**config.mk**
```make
export PLATFORM = sky130hd
export DESIGN_NAME = audio_level_top_speakers
export DESIGN_NICKNAME = d
export VERILOG_FILES = /design/src/hw/rtl/alts_pkg.sv /design/src/hw/rtl/alts_div.sv /design/src/hw/rtl/alts_table.sv /design/src/hw/rtl/audio_level_top_speakers.sv
export SDC_FILE = /design/constraint.sdc
export NUM_CORES = 1
export LEC_CHECK = 0
export BUFFER_PORTS_ARGS = -buffer_cell sky130_fd_sc_hd__buf_4
export CAP_MARGIN = 20
export CORE_ASPECT_RATIO = 0.75
export CORE_MARGIN = 1.5
export CORE_UTILIZATION = 50
export CTS_BUF_LIST = sky130_fd_sc_hd__clkbuf_4 sky130_fd_sc_hd__clkbuf_8
export DETAILED_ROUTE_END_ITERATION = 7
export PLACE_DENSITY = 0.62
export SKIP_LAST_GASP = 1
export SYNTH_ARGS = -nofsm -noshare
export SYNTH_HDL_FRONTEND = slang
export SYNTH_SLANG_ARGS = --single-unit
```
**constraint.sdc**
```tcl
create_clock -name clock -period 6.9 [get_ports clock]
set_input_delay 0.69 -clock clock [delete_from_list [all_inputs] [get_ports clock]]
set_output_delay 0.69 -clock clock [all_outputs]
set_load 0.01 [all_outputs]
```
**src/hw/rtl/alts_pkg.sv**
```systemverilog
// Shared types, codes and constants of the audio level ranking block.
// No dependencies; every other file but alts_div uses these by scoped name.
package alts_pkg;

   localparam int MAX_SOURCES_DEF = 16;
   localparam int MIN_SAMPLES_DEF = 10;
   localparam int RESULT_CAP      = 16;
   localparam logic [12:0] IVL_MIN = 13'd250;
   localparam logic [12:0] IVL_MAX = 13'd5000;

   localparam logic [2:0] KIND_SAMPLE = 3'd0;
   localparam logic [2:0] KIND_TICK   = 3'd1;
   localparam logic [2:0] KIND_ATTACH = 3'd2;
   localparam logic [2:0] KIND_DETACH = 3'd3;
   localparam logic [2:0] KIND_PAUSE  = 3'd4;
   localparam logic [2:0] KIND_RESUME = 3'd5;

   localparam logic [1:0] CSR_MAX_ENTRIES = 2'd0;
   localparam logic [1:0] CSR_THRESHOLD   = 2'd1;
   localparam logic [1:0] CSR_INTERVAL    = 2'd2;

   localparam logic EV_VOLUME  = 1'b0;
   localparam logic EV_SILENCE = 1'b1;

   typedef struct packed {
      logic [2:0] kind;
      logic [3:0] source_slot;
      logic [6:0] audio_level;
   } req_type;

   typedef struct packed {
      logic              event_res;
      logic [3:0]        speaker_slot;
      logic signed [7:0] average_dbov;
      logic              last_of_run;
   } rsp_type;

   typedef struct packed {
      logic [15:0] level_sum;
      logic [15:0] sample_count;
   } stats_type;

   typedef struct packed {
      logic rd_en;
      logic wr_en;
      logic clr_one;
      logic clr_all;
   } tbl_cmd_type;

endpackage

```
**src/hw/rtl/alts_div.sv**
```systemverilog
// Serial restoring divider of 16-bit operands, one quotient bit per cycle.
// Depends on nothing but the clock and reset.
module alts_div (
   input  logic        clock,
   input  logic        reset,
   input  logic        start,
   input  logic [15:0] dividend,
   input  logic [15:0] divisor,
   output logic        done,
   output logic [15:0] quotient
);

   logic [15:0] rem_ff, rem_in;
   logic [15:0] quo_ff, quo_in;
   logic [15:0] dvs_ff, dvs_in;
   logic [4:0]  cnt_ff, cnt_in;
   logic        busy_ff, busy_in;
   logic        done_ff, done_in;
   logic [16:0] trial;

   always_comb begin
      rem_in  = rem_ff;
      quo_in  = quo_ff;
      dvs_in  = dvs_ff;
      cnt_in  = cnt_ff;
      busy_in = busy_ff;
      done_in = 1'b0;
      trial   = {rem_ff, quo_ff[15]};
      if (start) begin
         rem_in  = '0;
         quo_in  = dividend;
         dvs_in  = divisor;
         cnt_in  = 5'd0;
         busy_in = 1'b1;
      end else if (busy_ff) begin
         if (trial >= {1'b0, dvs_ff}) begin
            rem_in = 16'(trial - {1'b0, dvs_ff});
            quo_in = {quo_ff[14:0], 1'b1};
         end else begin
            rem_in = trial[15:0];
            quo_in = {quo_ff[14:0], 1'b0};
         end
         cnt_in = cnt_ff + 5'd1;
         if (cnt_ff == 5'd15) begin
            busy_in = 1'b0;
            done_in = 1'b1;
         end
      end
   end

   always_ff @(posedge clock) begin
      rem_ff <= rem_in;
      quo_ff <= quo_in;
      dvs_ff <= dvs_in;
      cnt_ff <= cnt_in;
      if (reset) begin
         busy_ff <= 1'b0;
         done_ff <= 1'b0;
      end else begin
         busy_ff <= busy_in;
         done_ff <= done_in;
      end
   end

   assign done     = done_ff;
   assign quotient = quo_ff;

endmodule

```
**src/hw/rtl/alts_table.sv**
```systemverilog
// Per-source sum and count memory, registered read, with fresh bits.
// Depends on alts_pkg for the entry and command types.
module alts_table #(
   parameter int MAX_SOURCES = alts_pkg::MAX_SOURCES_DEF
) (
   input  logic                           clock,
   input  logic                           reset,
   input  alts_pkg::tbl_cmd_type          cmd,
   input  logic [$clog2(MAX_SOURCES)-1:0] addr,
   input  alts_pkg::stats_type            wr_data,
   output alts_pkg::stats_type            rd_data
);

   alts_pkg::stats_type          mem [MAX_SOURCES];
   alts_pkg::stats_type          rd_q_ff;
   logic [MAX_SOURCES-1:0]       fresh_ff;
   logic                         rd_fresh_ff;

   always_ff @(posedge clock) begin
      if (cmd.wr_en) begin
         mem[addr] <= wr_data;
      end
      if (cmd.rd_en) begin
         rd_q_ff <= mem[addr];
      end
   end

   always_ff @(posedge clock) begin
      if (reset) begin
         fresh_ff    <= '0;
         rd_fresh_ff <= 1'b0;
      end else begin
         if (cmd.rd_en) begin
            rd_fresh_ff <= fresh_ff[addr];
         end
         if (cmd.clr_all) begin
            fresh_ff <= '0;
         end else if (cmd.clr_one) begin
            fresh_ff[addr] <= 1'b0;
         end else if (cmd.wr_en) begin
            fresh_ff[addr] <= 1'b1;
         end
      end
   end

   assign rd_data = rd_fresh_ff ? rd_q_ff : '0;

endmodule

```
**src/hw/rtl/audio_level_top_speakers.sv**
```systemverilog
// Audio level ranking block: top level with sequencer, average memory and result register.
// Depends on alts_pkg, alts_table and alts_div.
//
// Use: req_ carries one beat per event (level sample, millisecond tick, attach,
// detach, pause, resume); rsp_ returns volume entries loudest first and silence
// notices, the final beat of a run marked by last_of_run. csr_ writes the entry
// limit, threshold and interval; csr_ready is always high.
// Flow: a sample is a table read, then a write back; other events are handled in the
// cycle they are taken, but a pause while not silent also emits a silence notice. A tick
// that closes the interval runs an update: each slot is read and, if it is active with
// enough samples, divided in the serial divider; each emitted entry then takes a ranking
// pass over the average memory. req_stall is high while any event is in progress, so one
// event is handled at a time.
// A result waits in an output register; a stalled rsp_ beat holds and further
// results wait, while events that give no result are still taken.
// Reset: table empty, timer at zero, not paused, silence flagged,
// registers at limit 1, threshold -80, interval 1000. No clearing pass is needed.
module audio_level_top_speakers #(
   parameter int MAX_SOURCES = alts_pkg::MAX_SOURCES_DEF,
   parameter int MIN_SAMPLES = alts_pkg::MIN_SAMPLES_DEF
) (
   input  logic              clock,
   input  logic              reset,
   input  logic              req_valid,
   output logic              req_stall,
   input  alts_pkg::req_type req_data,
   output logic              rsp_valid,
   input  logic              rsp_stall,
   output alts_pkg::rsp_type rsp_data,
   input  logic              csr_valid,
   output logic              csr_ready,
   input  logic [1:0]        csr_index,
   input  logic [12:0]       csr_wdata
);

   localparam int IDX_W = $clog2(MAX_SOURCES);
   localparam int XW    = (IDX_W > 4) ? IDX_W : 4;
   localparam int CAP   = (MAX_SOURCES < alts_pkg::RESULT_CAP) ? MAX_SOURCES
                                                               : alts_pkg::RESULT_CAP;
   localparam logic [IDX_W-1:0] LAST_IDX = IDX_W'(MAX_SOURCES - 1);
   localparam logic [IDX_W:0]   K_END    = (IDX_W + 1)'(MAX_SOURCES);

   localparam logic [2:0] ST_IDLE     = 3'd0;
   localparam logic [2:0] ST_SAMPLE   = 3'd1;
   localparam logic [2:0] ST_SCAN_RD  = 3'd2;
   localparam logic [2:0] ST_SCAN_CHK = 3'd3;
   localparam logic [2:0] ST_SCAN_DIV = 3'd4;
   localparam logic [2:0] ST_SEL_SCAN = 3'd5;
   localparam logic [2:0] ST_SEL_OUT  = 3'd6;
   localparam logic [2:0] ST_SILENCE  = 3'd7;

   logic [2:0]             st_ff, st_in;
   logic [4:0]             max_ff, max_in;
   logic [7:0]             thr_ff, thr_in;
   logic [12:0]            ivl_ff, ivl_in;
   logic [12:0]            ms_ff, ms_in;
   logic                   paused_ff, paused_in;
   logic                   silent_ff, silent_in;
   logic [MAX_SOURCES-1:0] active_ff, active_in;
   logic [MAX_SOURCES-1:0] cand_ff, cand_in;
   logic [IDX_W:0]         cand_cnt_ff, cand_cnt_in;
   logic [IDX_W-1:0]       j_ff, j_in;
   logic [IDX_W:0]         k_ff, k_in;
   logic                   pend_ff, pend_in;
   logic [IDX_W-1:0]       pend_idx_ff, pend_idx_in;
   logic                   have_best_ff, have_best_in;
   logic [IDX_W-1:0]       best_idx_ff, best_idx_in;
   logic [6:0]             best_q_ff, best_q_in;
   logic [4:0]             n_ff, n_in;
   logic [IDX_W-1:0]       slot_ff, slot_in;
   logic [6:0]             level_ff, level_in;
   logic                   rsp_valid_ff, rsp_valid_in;
   alts_pkg::rsp_type      rsp_data_ff, rsp_data_in;

   logic [6:0]             avg_mem [MAX_SOURCES];
   logic [6:0]             avg_rd_ff;
   logic                   avg_rd_en;
   logic                   avg_wr_en;
   logic [6:0]             avg_wr_q;

   alts_pkg::tbl_cmd_type  tbl_cmd;
   logic [IDX_W-1:0]       tbl_addr;
   alts_pkg::stats_type    tbl_wr;
   alts_pkg::stats_type    tbl_rd;

   logic                   div_start;
   logic                   div_done;
   logic [15:0]            div_quo;

   logic                   accept;
   logic                   out_free;
   logic                   slot_ok;
   logic [XW-1:0]          req_x;
   logic [IDX_W-1:0]       req_idx;
   logic [12:0]            ivl_cl;
   logic [12:0]            ms_inc;
   logic [4:0]             limit;
   logic                   last_mark;
   logic [16:0]            sum_ext;
   logic [6:0]             q_cl;
   logic [7:0]             avg8;
   logic                   scan_adv;
   logic [XW-1:0]          best_x;

   alts_table #(
      .MAX_SOURCES(MAX_SOURCES)
   ) u_table (
      .clock   (clock),
      .reset   (reset),
      .cmd     (tbl_cmd),
      .addr    (tbl_addr),
      .wr_data (tbl_wr),
      .rd_data (tbl_rd)
   );

   alts_div u_div (
      .clock    (clock),
      .reset    (reset),
      .start    (div_start),
      .dividend (tbl_rd.level_sum),
      .divisor  (tbl_rd.sample_count),
      .done     (div_done),
      .quotient (div_quo)
   );

   assign accept    = req_valid && !req_stall;
   assign req_stall = (st_ff != ST_IDLE);
   assign out_free  = !rsp_valid_ff || !rsp_stall;
   assign csr_ready = 1'b1;
   assign req_x     = XW'(req_data.source_slot);
   assign req_idx   = req_x[IDX_W-1:0];
   assign slot_ok   = int'(req_data.source_slot) < MAX_SOURCES;
   assign ivl_cl    = (ivl_ff < alts_pkg::IVL_MIN) ? alts_pkg::IVL_MIN :
                      (ivl_ff > alts_pkg::IVL_MAX) ? alts_pkg::IVL_MAX : ivl_ff;
   assign ms_inc    = ms_ff + 13'd1;
   assign limit     = (max_ff == 5'd0) ? 5'd1 :
                      (max_ff > 5'(CAP)) ? 5'(CAP) : max_ff;
   assign last_mark = ((n_ff + 5'd1) == limit) || (cand_cnt_ff == (IDX_W + 1)'(1));
   assign sum_ext   = {1'b0, tbl_rd.level_sum} + {10'd0, level_ff};
   assign q_cl      = (div_quo > 16'd127) ? 7'd127 : div_quo[6:0];
   assign avg8      = 8'd0 - {1'b0, q_cl};
   assign best_x    = XW'(best_idx_ff);
   assign avg_wr_q  = q_cl;

   always_comb begin
      st_in        = st_ff;
      max_in       = max_ff;
      thr_in       = thr_ff;
      ivl_in       = ivl_ff;
      ms_in        = ms_ff;
      paused_in    = paused_ff;
      silent_in    = silent_ff;
      active_in    = active_ff;
      cand_in      = cand_ff;
      cand_cnt_in  = cand_cnt_ff;
      j_in         = j_ff;
      k_in         = k_ff;
      pend_in      = 1'b0;
      pend_idx_in  = pend_idx_ff;
      have_best_in = have_best_ff;
      best_idx_in  = best_idx_ff;
      best_q_in    = best_q_ff;
      n_in         = n_ff;
      slot_in      = slot_ff;
      level_in     = level_ff;
      rsp_valid_in = rsp_valid_ff && rsp_stall;
      rsp_data_in  = rsp_data_ff;
      tbl_cmd      = '0;
      tbl_addr     = j_ff;
      tbl_wr       = '0;
      div_start    = 1'b0;
      avg_rd_en    = 1'b0;
      avg_wr_en    = 1'b0;
      scan_adv     = 1'b0;

      if (csr_valid && csr_ready) begin
         case (csr_index)
            alts_pkg::CSR_MAX_ENTRIES: max_in = csr_wdata[4:0];
            alts_pkg::CSR_THRESHOLD:   thr_in = csr_wdata[7:0];
            alts_pkg::CSR_INTERVAL:    ivl_in = csr_wdata;
            default: ;
         endcase
      end

      case (st_ff)
         ST_IDLE: begin
            tbl_addr = req_idx;
            if (accept) begin
               case (req_data.kind)
                  alts_pkg::KIND_SAMPLE: begin
                     if (!paused_ff && slot_ok && active_ff[req_idx]) begin
                        tbl_cmd.rd_en = 1'b1;
                        slot_in       = req_idx;
                        level_in      = req_data.audio_level;
                        st_in         = ST_SAMPLE;
                     end
                  end
                  alts_pkg::KIND_TICK: begin
                     if (!paused_ff) begin
                        if (ms_inc >= ivl_cl) begin
                           ms_in       = '0;
                           j_in        = '0;
                           cand_in     = '0;
                           cand_cnt_in = '0;
                           st_in       = ST_SCAN_RD;
                        end else begin
                           ms_in = ms_inc;
                        end
                     end
                  end
                  alts_pkg::KIND_ATTACH: begin
                     if (slot_ok && !active_ff[req_idx]) begin
                        active_in[req_idx] = 1'b1;
                        tbl_cmd.clr_one    = 1'b1;
                     end
                  end
                  alts_pkg::KIND_DETACH: begin
                     if (slot_ok) begin
                        active_in[req_idx] = 1'b0;
                        tbl_cmd.clr_one    = 1'b1;
                     end
                  end
                  alts_pkg::KIND_PAUSE: begin
                     paused_in       = 1'b1;
                     ms_in           = '0;
                     tbl_cmd.clr_all = 1'b1;
                     if (!silent_ff) begin
                        silent_in = 1'b1;
                        st_in     = ST_SILENCE;
                     end
                  end
                  alts_pkg::KIND_RESUME: begin
                     paused_in = 1'b0;
                     ms_in     = '0;
                  end
                  default: ;
               endcase
            end
         end
         ST_SAMPLE: begin
            tbl_addr              = slot_ff;
            tbl_cmd.wr_en         = 1'b1;
            tbl_wr.level_sum      = sum_ext[16] ? 16'hFFFF : sum_ext[15:0];
            tbl_wr.sample_count   = (tbl_rd.sample_count == 16'hFFFF) ? 16'hFFFF
                                    : tbl_rd.sample_count + 16'd1;
            st_in                 = ST_IDLE;
         end
         ST_SCAN_RD: begin
            tbl_cmd.rd_en = 1'b1;
            st_in         = ST_SCAN_CHK;
         end
         ST_SCAN_CHK: begin
            if (active_ff[j_ff] && (tbl_rd.sample_count >= 16'(MIN_SAMPLES))) begin
               div_start = 1'b1;
               st_in     = ST_SCAN_DIV;
            end else begin
               scan_adv = 1'b1;
            end
         end
         ST_SCAN_DIV: begin
            if (div_done) begin
               avg_wr_en = 1'b1;
               if ($signed(avg8) >= $signed(thr_ff)) begin
                  cand_in[j_ff] = 1'b1;
                  cand_cnt_in   = cand_cnt_ff + (IDX_W + 1)'(1);
               end
               scan_adv = 1'b1;
            end
         end
         ST_SEL_SCAN: begin
            if (k_ff != K_END) begin
               avg_rd_en   = 1'b1;
               pend_in     = 1'b1;
               pend_idx_in = k_ff[IDX_W-1:0];
               k_in        = k_ff + (IDX_W + 1)'(1);
            end else begin
               st_in = ST_SEL_OUT;
            end
            if (pend_ff && cand_ff[pend_idx_ff]) begin
               if (!have_best_ff || (avg_rd_ff < best_q_ff)) begin
                  have_best_in = 1'b1;
                  best_idx_in  = pend_idx_ff;
                  best_q_in    = avg_rd_ff;
               end
            end
         end
         ST_SEL_OUT: begin
            if (out_free) begin
               rsp_valid_in              = 1'b1;
               rsp_data_in.event_res     = alts_pkg::EV_VOLUME;
               rsp_data_in.speaker_slot  = best_x[3:0];
               rsp_data_in.average_dbov  = 8'd0 - {1'b0, best_q_ff};
               rsp_data_in.last_of_run   = last_mark;
               cand_in[best_idx_ff]      = 1'b0;
               cand_cnt_in               = cand_cnt_ff - (IDX_W + 1)'(1);
               n_in                      = n_ff + 5'd1;
               if (last_mark) begin
                  st_in = ST_IDLE;
               end else begin
                  k_in         = '0;
                  have_best_in = 1'b0;
                  st_in        = ST_SEL_SCAN;
               end
            end
         end
         ST_SILENCE: begin
            if (out_free) begin
               rsp_valid_in             = 1'b1;
               rsp_data_in.event_res    = alts_pkg::EV_SILENCE;
               rsp_data_in.speaker_slot = 4'd0;
               rsp_data_in.average_dbov = 8'd0;
               rsp_data_in.last_of_run  = 1'b1;
               st_in                    = ST_IDLE;
            end
         end
         default: st_in = ST_IDLE;
      endcase

      if (scan_adv) begin
         if (j_ff == LAST_IDX) begin
            tbl_cmd.clr_all = 1'b1;
            if (cand_cnt_in != '0) begin
               silent_in    = 1'b0;
               n_in         = '0;
               k_in         = '0;
               have_best_in = 1'b0;
               st_in        = ST_SEL_SCAN;
            end else if (!silent_ff) begin
               silent_in = 1'b1;
               st_in     = ST_SILENCE;
            end else begin
               st_in = ST_IDLE;
            end
         end else begin
            j_in  = j_ff + IDX_W'(1);
            st_in = ST_SCAN_RD;
         end
      end
   end

   always_ff @(posedge clock) begin
      if (avg_wr_en) begin
         avg_mem[j_ff] <= avg_wr_q;
      end
      if (avg_rd_en) begin
         avg_rd_ff <= avg_mem[k_ff[IDX_W-1:0]];
      end
   end

   always_ff @(posedge clock) begin
      j_ff        <= j_in;
      k_ff        <= k_in;
      pend_idx_ff <= pend_idx_in;
      best_idx_ff <= best_idx_in;
      best_q_ff   <= best_q_in;
      n_ff        <= n_in;
      slot_ff     <= slot_in;
      level_ff    <= level_in;
      rsp_data_ff <= rsp_data_in;
      if (reset) begin
         st_ff        <= ST_IDLE;
         max_ff       <= 5'd1;
         thr_ff       <= 8'hB0;
         ivl_ff       <= 13'd1000;
         ms_ff        <= '0;
         paused_ff    <= 1'b0;
         silent_ff    <= 1'b1;
         active_ff    <= '0;
         cand_ff      <= '0;
         cand_cnt_ff  <= '0;
         pend_ff      <= 1'b0;
         have_best_ff <= 1'b0;
         rsp_valid_ff <= 1'b0;
      end else begin
         st_ff        <= st_in;
         max_ff       <= max_in;
         thr_ff       <= thr_in;
         ivl_ff       <= ivl_in;
         ms_ff        <= ms_in;
         paused_ff    <= paused_in;
         silent_ff    <= silent_in;
         active_ff    <= active_in;
         cand_ff      <= cand_in;
         cand_cnt_ff  <= cand_cnt_in;
         pend_ff      <= pend_in;
         have_best_ff <= have_best_in;
         rsp_valid_ff <= rsp_valid_in;
      end
   end

   assign rsp_valid = rsp_valid_ff;
   assign rsp_data  = rsp_data_ff;

endmodule

```
==> flow_metrics.py <==
metrics = {
    "run_status": {
        "status": "complete, no violations",
    },
    "synth": {
        "synth.area.mux_share_pct": 12.9,
        "syn_area_um2": 37400,
        "syn_inst": 2479,
        "synth_area_per_cell_um2": 15.1,
        "synth-simple-area-share_pct": 8.37,
        "synth-adder-area-share_pct": 2.35,
        "yosys_warnings": 0,
        "synthTopCellsByArea": "edfxtp_1 59%, mux4_2 11%, dfxtp_1 7.4%, ha_1 2.2%, a21oi_1 2.0%",
        "async_flop_share_pct": 0,
        "seq_area_frac_synth_pct": 66.4,
        "syn_nets": 2582,
        "yosysUniqueCellTypes": 75,
        "ys.flop_type": "edfxtp_1",
        "synth_edf_count": 735,
        "yosys.area.top_type_share_pct": 59.0,
        "synth_xor_area_share_pct": 1.45,
        "yosys.area.top_type": "edfxtp_1",
        "synth_top_family_by_area": "multiplexers",
        "ys_ff_latch": 873,
        "synth_compound_area_share_pct": 6.43,
    },
    "sta": {
        "relSlewSlack_pct": 25.0,
        "drv_slew": 0,
        "hold_viol": 0,
        "worst_slew_pin_slew_ns": 1.12,
        "setup_viol": 0,
        "fmax_ghz": 0.198,
        "rsz0062_at_grt": "false",
        "min_period_ns": 5.06,
        "fin_crit_sh_pct": 73.3,
        "finalSetupTns_ns": 0,
        "fin_skew_ns": 0.0382,
    },
    "worst_setup_path": {
        "end_kind": "register",
        "crit_type": "register to register",
        "r2r_slack_ns": 1.84,
        "crit_chain": "nor4_1, nand3_1, or2_2, nor2_1, nand3b_1, xnor2_1, nor2_1, ha_1, a21o_1, nand2_1, a31oi_1, o31a_1, nand2_1, a21oi_1, a21oi_1, nand3_1, o21ai_0",
        "startpoint_type": "register",
        "cp.arrival_ns": 5.77,
        "cp_data_required_time_ns": 7.61,
        "slowest_stage": "a21oi_1",
        "max_stage_delay_ns": 0.88,
        "crit_fanout": 18,
    },
    "power_and_ir_drop": {
        "p_sw_mw": 3.36,
        "ir_worst_vdd_uv": 257,
        "power.share.sequential_pct": 49.0,
        "combPwrFrac_pct": 16.2,
        "p_int_mw": 8.98,
        "p_sw_share_pct": 27.2,
        "clkPwrFrac_pct": 34.8,
        "power_leakage_nw": 13.5,
        "power_density_nw_per_um2": 294,
        "power_mw": 12.3,
    },
    "global_route": {
        "antenna_found_initial": 4,
        "grt_max_degree": 105,
        "grt_pass1_wl_mm": 135,
        "grt_pass1_vias": 21700,
        "grt_overflow_total": 0,
        "gr-usage-all-layers_pct": 23.8,
    },
    "job": {
        "drv_cap": 0,
    },
    "drt": {
        "routedWlPerCell_um": 24.2,
        "via_count": 21900,
        "first_pass_iters": 7,
        "drc": 0,
        "totalWireLength_mm": 89.6,
        "via_per_inst": 5.93,
        "drt_iter0_markers": 2202,
        "antenna_left": 0,
    },
    "min_path": {
        "hp-class": "input pin to register",
    },
    "die": {
        "initial_core_util_pct": 50.7,
        "core_region_area_um2": 73700,
        "rows": 86,
        "die-area_um2": 76500,
        "ios": 51,
        "die_width_um": 319,
        "die_y_um": 240,
    },
    "cts": {
        "postCtsSetupRepairBufs": 0,
        "cts_tree": "yes",
        "htreeDepth": 4,
        "clk-insertion-delay-late_ns": 0.80,
        "path_clk_slew_ns": 0.07,
        "cts_root_buffer": "clkbuf_8",
        "post_cts_resized": 0,
        "cts_buffer_depth": 3,
        "cts.sinks": 873,
        "numCtsBuffers": 139,
        "cts_hold_buf": 0,
    },
    "layout": {
        "layout-drive-gt1-share_pct": 21.2,
        "layout_commonest_cell": "edfxtp_1",
        "layout_common_cells": "735 x edfxtp_1, 178 x mux4_2, 150 x clkbuf_8, 149 x nor2_1, 149 x a21oi_1",
        "syn_to_final_growth_pct": 12.3,
        "fin_nets": 2731,
        "fin_cells": 3701,
    },
    "placed_design": {
        "portBuffers": 49,
        "hpwl_mm": 54.9,
        "gp_congestion": 0.875,
        "dp_cells": 3439,
    },
}
==> area by class of cell <==
| class | count | area, µm² |
|---|---|---|
| antenna | 1 | 2.50 |
| clock buffer | 192 | 2370 |
| clock inverter | 53 | 302 |
| fill | 5776 | 31700 |
| inverter | 75 | 282 |
| multi-input combinational | 1413 | 12000 |
| sequential | 873 | 24800 |
| tap | 968 | 1210 |
| timing repair buffer | 126 | 1000 |
==> registers in the layout, summed over array words and instances (netlist names), 13 cells and up, named ones only <==
register,cells
u_table.mem,512
avg_mem,112
u_table.rd_q_ff,32
cand_ff,16
u_div.dvs_ff,16
u_div.quotient,16
u_div.rem_ff,16
rsp_data,14
ivl_ff,13
ms_ff,13
==> power by group through the flow <==
| stage | Sequential, mW | Clock (mW) | Combinational [mW] |
|---|---|---|---|
| floorplan | 6.04 | 0 | 1.50 |
| global placement | 6.15 | 0 | 2.00 |
| detailed placement | 6.16 | 0 | 2.00 |
| CTS | 6.05 | 4.39 | 2.01 |
| global route | 6.06 | 4.61 | 2.17 |
| finish | 6.05 | 4.30 | 2.00 |
==> synthesized netlist by cell type (39+ instances only) <==
master      n
inv_1      73
ha_1       67
o21ai_0    88
a21oi_1   151
nor2_1    165
dfxtp_1   138
nand2_1   132
nor3_1     52
mux4_2    178
clkbuf_1   71
nand3_1    55
a211oi_1   42
mux2i_1    71
edfxtp_1  735
xnor2_1    39
nor2b_1    56
==> logic make-up (layout without fill, tap and decap cells) <==
group | count (synthesis) | in the layout
flops | 873 | 873
simple gates | 630 | 630
compound gates | 393 | 393
mux | 258 | 258
buf+inv | 193 | 446
fa+ha+maj | 69 | 69
xor+xnor | 62 | 62
other cells | 1 | 2
==> metrics by stage <==
stage	hold slack (ns)	worst slack [ns]	cell area (µm²)	util, %
6_report	0.0928	1.84	42000	57.0
5_1_grt	0.0599	1.39	42000	57.0
4_1_cts	0.0381	1.76	41800	56.8
3_5_place_dp	0.436	1.85	39200	53.1
3_3_place_gp	0.435	1.92	39100	53.1
2_1_floorplan	0.417	2.42	37400	-
==> final timing paths <==
kind / from / end / cells past startpoint
max: u_div.quotient[12]$_DFFE_PP_ / cand_ff[2]$_SDFFE_PP0P_ / 17
max reg2reg: u_div.quotient[12]$_DFFE_PP_ / cand_ff[2]$_SDFFE_PP0P_ / 17
min: req_data[1] / level_ff[1]$_DFFE_PP_ / 1
min reg2reg: avg_rd_ff[0]$_DFFE_PP_ / best_q_ff[0]$_DFFE_PP_ / 0
==> critical path, delay by kind of cell (launching register included) <==
| family | cells | cell delay, ns |
|---|---|---|
| simple gates | 9 | 2.15 |
| compound gates | 6 | 2.02 |
| flops | 1 | 0.39 |
| fa+ha+maj | 1 | 0.27 |
| xor+xnor | 1 | 0.13 |
==> layer usage <==
layer	wire length, µm	part of all wire (%)	track usage, %	vias to the layer above
li1	-	-	-	9900
met1	41700	47	35.9	11200
met2	39300	44	34.2	748
met3	7080	7.9	5.52	121
met4	1560	1.7	7.61	4
met5	27	0.030	0	-
No activity file was read; power rests on OpenSTA's default activity.
